File: src/design/mhpq_pkg.sv
// ----------------------------------------------------------------------------
// mhpq_pkg: shared types and constants for the max-heap priority queue
// Sizes, status and command codes, register map and the per-cell control word.
// ----------------------------------------------------------------------------
package mhpq_pkg;

    // storage size and field widths
    localparam int DEPTH   = 64;
    localparam int KEY_W   = 32;
    localparam int CNT_W   = $clog2(DEPTH + 1);
    localparam int CAP_W   = 7;
    localparam int CMP_W   = (CNT_W > CAP_W) ? CNT_W : CAP_W;

    // stream word widths, padded to whole bytes
    localparam int S_TDATA_W = ((KEY_W + 7) / 8) * 8;
    localparam int M_TDATA_W = ((KEY_W + CNT_W + 7) / 8) * 8;
    localparam int M_TUSER_W = 2;

    // apb register map
    localparam int APB_DW  = 32;
    localparam int PADDR_W = 3;
    localparam int REGIX_W = PADDR_W - 2;
    localparam logic [REGIX_W-1:0] REG_CAPACITY = '0;
    localparam logic [CAP_W-1:0]   CAP_RESET    = CAP_W'(64);

    // command codes on the input tuser
    localparam logic CMD_INSERT = 1'b0;
    localparam logic CMD_REMOVE = 1'b1;

    typedef enum logic [1:0] {
        ST_OK    = 2'd0,
        ST_FULL  = 2'd1,
        ST_EMPTY = 2'd2
    } t_status;

    typedef logic signed [KEY_W-1:0] t_key;
    typedef logic [CNT_W-1:0]        t_count;

    // broadcast to every cell in the row
    typedef struct packed {
        logic insert;
        logic remove;
        t_key key;
    } t_cell_ctrl;

endpackage

File: src/design/mhpq_cell.sv
// ----------------------------------------------------------------------------
// mhpq_cell: one slot of the sorted key row
// Holds one key; on insert it keeps its key, takes the new key or takes its
// upper neighbor's key; on remove it takes its lower neighbor's key.
// ----------------------------------------------------------------------------
module mhpq_cell (
    input  logic                i_clk,
    input  mhpq_pkg::t_cell_ctrl i_ctrl,
    input  logic                i_occupied,
    input  logic                i_prev_ge,
    input  mhpq_pkg::t_key      i_prev_value,
    input  mhpq_pkg::t_key      i_next_value,
    output mhpq_pkg::t_key      o_value,
    output logic                o_ge
);

    mhpq_pkg::t_key r_value;
    mhpq_pkg::t_key n_value;

    // slot stays above the new key when it holds a key no smaller
    assign o_ge    = i_occupied && (r_value >= i_ctrl.key);
    assign o_value = r_value;

    // next key for this slot
    always_comb begin
        n_value = r_value;
        if (i_ctrl.insert && !o_ge) begin
            n_value = i_prev_ge ? i_ctrl.key : i_prev_value;
        end else if (i_ctrl.remove) begin
            n_value = i_next_value;
        end
    end

    always_ff @(posedge i_clk) begin
        r_value <= n_value;
    end

endmodule

File: config.mk
export PLATFORM = sky130hd
export DESIGN_NAME = mhpq_cell
export DESIGN_NICKNAME = d
export VERILOG_FILES = /design/src/design/mhpq_pkg.sv /design/src/design/mhpq_cell.sv
export SDC_FILE = /design/constraint.sdc
export NUM_CORES = 1
export LEC_CHECK = 0
export BUFFER_PORTS_ARGS = -buffer_cell sky130_fd_sc_hd__buf_4
export CAP_MARGIN = 20
export CORE_MARGIN = 4
export CORE_UTILIZATION = 45
export CTS_BUF_LIST = sky130_fd_sc_hd__clkbuf_2
export DETAILED_ROUTE_END_ITERATION = 6
export GPL_ROUTABILITY_DRIVEN = 0
export PLACE_DENSITY = 0.88
export SYNTH_ARGS = -nofsm -noshare
export SYNTH_HDL_FRONTEND = slang
export SYNTH_SLANG_ARGS = --single-unit
File: constraint.sdc
create_clock -name i_clk -period 10 [get_ports i_clk]
set_clock_uncertainty 0.1 [all_clocks]
set_input_delay 1.5 -clock i_clk [delete_from_list [all_inputs] [get_ports i_clk]]
set_output_delay 1.5 -clock i_clk [all_outputs]
set_load 0.01 [all_outputs]
==> summary.md <==
| Metric | Value |
|---|---|
| Critical path cell sequence | `buf_4 > inv_1 > ha_1 > nand4_1 > nor4_4 > nor3b_2 > a211oi_1 > xnor2_1 > a21oi_1 > buf_4` |
| Syn nets | `365` |
| Sum of routed wire length over all layers | `7200 µm` |
| Final worst path period need | `5110 ps` |
| Static Leakage | `about 1.9 nW` |
| Maximum vdd ir drop | `between 0.08 and 0.09 mV` |
| Share of Yosys cell area claimed by the top area cell type | `between 30% and 40%` |
| Critical-path maximum fanout | `4` |
| Outcome | `completed` |
| Combinational Power Share | `between 50% and 60%` |
| Initial antenna violation count | `0` |
| Primary FF master, synth | `sky130_fd_sc_hd__edfxtp_1` |
| Num CTS Buffers | `5` |
| Syn Inst Count | `about 230` |
| Number of synthesized register bits | `32` |
| Signed area change from the synthesized netlist to the final layout | `39.4%` |
| Via count of the routed design | `approximately 2,300` |
| Resized Gates After CTS | `0` |
| Clock tree sinks | `32` |
| Estimated wirelength of the detail-placed design | `6050 µm` |
| Horizontal extent of the die | `slightly below 90 µm` |
| Syn Area/Cell | `11.9 µm²` |
| Share of synthesized registers carrying an async set or reset | `0%` |
| Post-synthesis instance area | `between 2000 and 3000 µm²` |
| Insertion delay to the later sink of the worst-skew pair | `approximately 360 ps` |
| Drt via density | `5.14` |
| Kind of start point of the critical path | `primary input` |
| Net total in the final layout | `499` |
| Count of distinct cell types in the synthesized netlist | `30` |
| Final worst-path cycle share | `51.1%` |
| Startpoint-to-endpoint class of the critical path | `primary input to output pin` |
| Cell Rows | `28` |
| Grt ovf | `0` |
| Number of antenna diodes | `0` |
| Element type at the critical path end | `output pin` |
| Routed wire length per instance | `between 15 and 20 µm` |
| Area of the die | `7470 µm²` |
| Clock-pin slew on the worst setup and hold paths | `around 160 ps` |
| Post-CTS Hold Buffers | `0` |
| Data arrival at the endpoint of the critical path | `between 3000 and 4000 ps` |
| H-Tree Level Count | `2` |
| Overall power of the completed layout | `around 0.53 mW` |
| Cell mode on critical path | `sky130_fd_sc_hd__buf_4` |
| Core Footprint | `5960 µm²` |
| Overall Global Routing Usage | `just under 20%` |
| Number of detailed-routing iterations run before antenna repair | `4` |
| Area of all placed cells without fillers | `approximately 3900 µm²` |
| Top cells by area, synth | `sky130_fd_sc_hd__edfxtp_1 (35%), sky130_fd_sc_hd__mux2_4 (16%), sky130_fd_sc_hd__ha_1 (14%), sky130_fd_sc_hd__mux2_2 (14%), sky130_fd_sc_hd__inv_1 (4.9%)` |
| Final-report max-slew violation count | `0` |
| Cell with the largest stage delay on the worst path | `sky130_fd_sc_hd__nor4_4` |
| Net switching power | `roughly 0.18 mW` |
| Reg power frac | `between 30% and 40%` |
| Maximum number of pins on one net before global-route repair | `33` |
| Post-CTS setup repair buffer count | `0` |
| Total number of yosys warnings | `0` |
| Seq/Total Area, Yosys | `around a third` |
| Number of fillers in the final layout | `484` |
| Overall die height | `approximately 86 µm` |
| CP Data Required Time | `8400 ps` |
| Wire length of the first global-routing pass | `approximately 11,000 µm` |
| Maximum clock rate | `slightly below 200 MHz` |
| Top-level I/O count | `around 130` |
| Path class of the lowest-slack min-delay path | `flip-flop to flip-flop` |
| Synth cell count leaders | `sky130_fd_sc_hd__inv_1 (36), sky130_fd_sc_hd__mux2_2 (35), sky130_fd_sc_hd__edfxtp_1 (32), sky130_fd_sc_hd__ha_1 (32), sky130_fd_sc_hd__mux2_4 (29)` |
| Max Root-Sink Buffers | `2` |
| Core utilization of the finished layout | `64.8%` |
| Least-Margin Pin Slew | `832 ps` |
| Flip-flop count of the largest register, all copies and words added | `32` |
| MaxCap Viol Count | `0` |
| Headroom to the max-slew limit | `between 40% and 50%` |
| PwrDens | `approximately 140 nW/µm²` |
| RSZ-0062 raised after global routing | `no` |
| Number of hold-slack violations in the final timing report | `0` |
| Number of enable flip-flop cells after synthesis | `32` |
| Design internal power | `between 0.3 and 0.4 mW` |
| Final setup violation count | `0` |
| Antenna viol nets, final | `0` |
| Effective utilization at floorplan | `46.5%` |
| Iteration-0 DRC Markers | `69` |
| Switching share of total power | `around 34%` |
| Via count of the first global-routing pass | `~2,400` |
| TNS Setup | `0 ps` |
| Remaining routing DRC violations | `0` |
| Clock tree from TritonCTS | `done` |
| Clock Power Share | `between 10% and 20%` |
| Fraction of layout cells with a size suffix above 1 | `57.5%` |
| Root buffer selected by CTS | `sky130_fd_sc_hd__clkbuf_2` |
| Count of input and output buffers | `~130` |
| Cell type contributing the most total cell area after synthesis | `sky130_fd_sc_hd__edfxtp_1` |
| Area of placed instances | `3820 µm²` |
| Count leader, synth | `sky130_fd_sc_hd__inv_1` |
| Largest stage delay on the critical path | `roughly 400 ps` |
==> per-stage QoR <==
stage	instances	setup slack, ps	hold slack (ps)
2_1_floorplan	232	5330	1110
3_3_place_gp	434	4940	1120
3_5_place_dp	434	4810	1140
4_1_cts	442	4910	1190
5_1_grt	442	4790	1260
6_report	442	4890	1180
==> path summary, 6_finish.rpt <==
path,slack (ps),from,cells after the start,endpoint
max reg2reg,6010,o_value[27],8,o_value[5]
min,1180,o_value[31],5,o_value[15]
min reg2reg,1180,o_value[31],5,o_value[15]
max,4890,i_ctrl[27],10,o_ge
==> per-layer routing <==
metal  wire length [µm]  global-route usage, %  up-vias
met2               3830                   36.2       86
li1                   -                      -     1119
met5                  0                      0        -
met3                492                   4.75       20
met1               2660                   20.8     1049
met4                214                   8.07        0
==> cell type report <==
cell class | instances | area, µm² | share of cell area (%)
multi-input combinational | 157 | 1630 | 42.1
timing repair buffer | 134 | 1010 | 26.1
clock inverter | 1 | 3.75 | 0.0972
clock buffer | 7 | 35.0 | 0.907
sequential | 32 | 961 | 24.9
tap | 75 | 93.8 | 2.43
inverter | 36 | 135 | 3.50
==> power by group through the flow <==
| stage | clock network, mW | registers (mW) | logic [mW] |
|---|---|---|---|
| 3_5_place_dp | 0 | 0.207 | 0.267 |
| 5_1_grt | 0.0713 | 0.207 | 0.291 |
| 4_1_cts | 0.0646 | 0.203 | 0.268 |
| 3_3_place_gp | 0 | 0.206 | 0.257 |
| 6_report | 0.0625 | 0.203 | 0.266 |
| 2_1_floorplan | 0 | 0.218 | 0.149 |
==> worst max-delay path: cells and delay by family <==
kind | cells | cell delay, ps
and+or+nand+nor | 3 | 950
AOI/OAI and AO/OA | 2 | 310
adders and majority gates | 1 | 300
buffers and inverters | 3 | 280
xor gates and xnor gates | 1 | 150
==> placed cells by master (no fill, tap or decap), drive strengths merged, types with 5 or more instances in the layout <==
cell type,Yosys,layout
buf,3,134
edfxtp,32,32
nand2,10,10
ha,32,32
nand3,5,5
mux2,64,64
a21oi,17,17
inv,36,36
o21ai,5,5
clkbuf,4,7
nand4,7,7
==> logic make-up after synthesis <==
family	Yosys count	share of synthesized area (%)
mux	64	30.0
buf+inv	43	6.64
fa+ha+maj	32	14.5
simple gates	32	7.32
flops	32	34.7
compound gates	28	6.60
xor+xnor	1	0.316
Power figures use the tool's default switching activity.
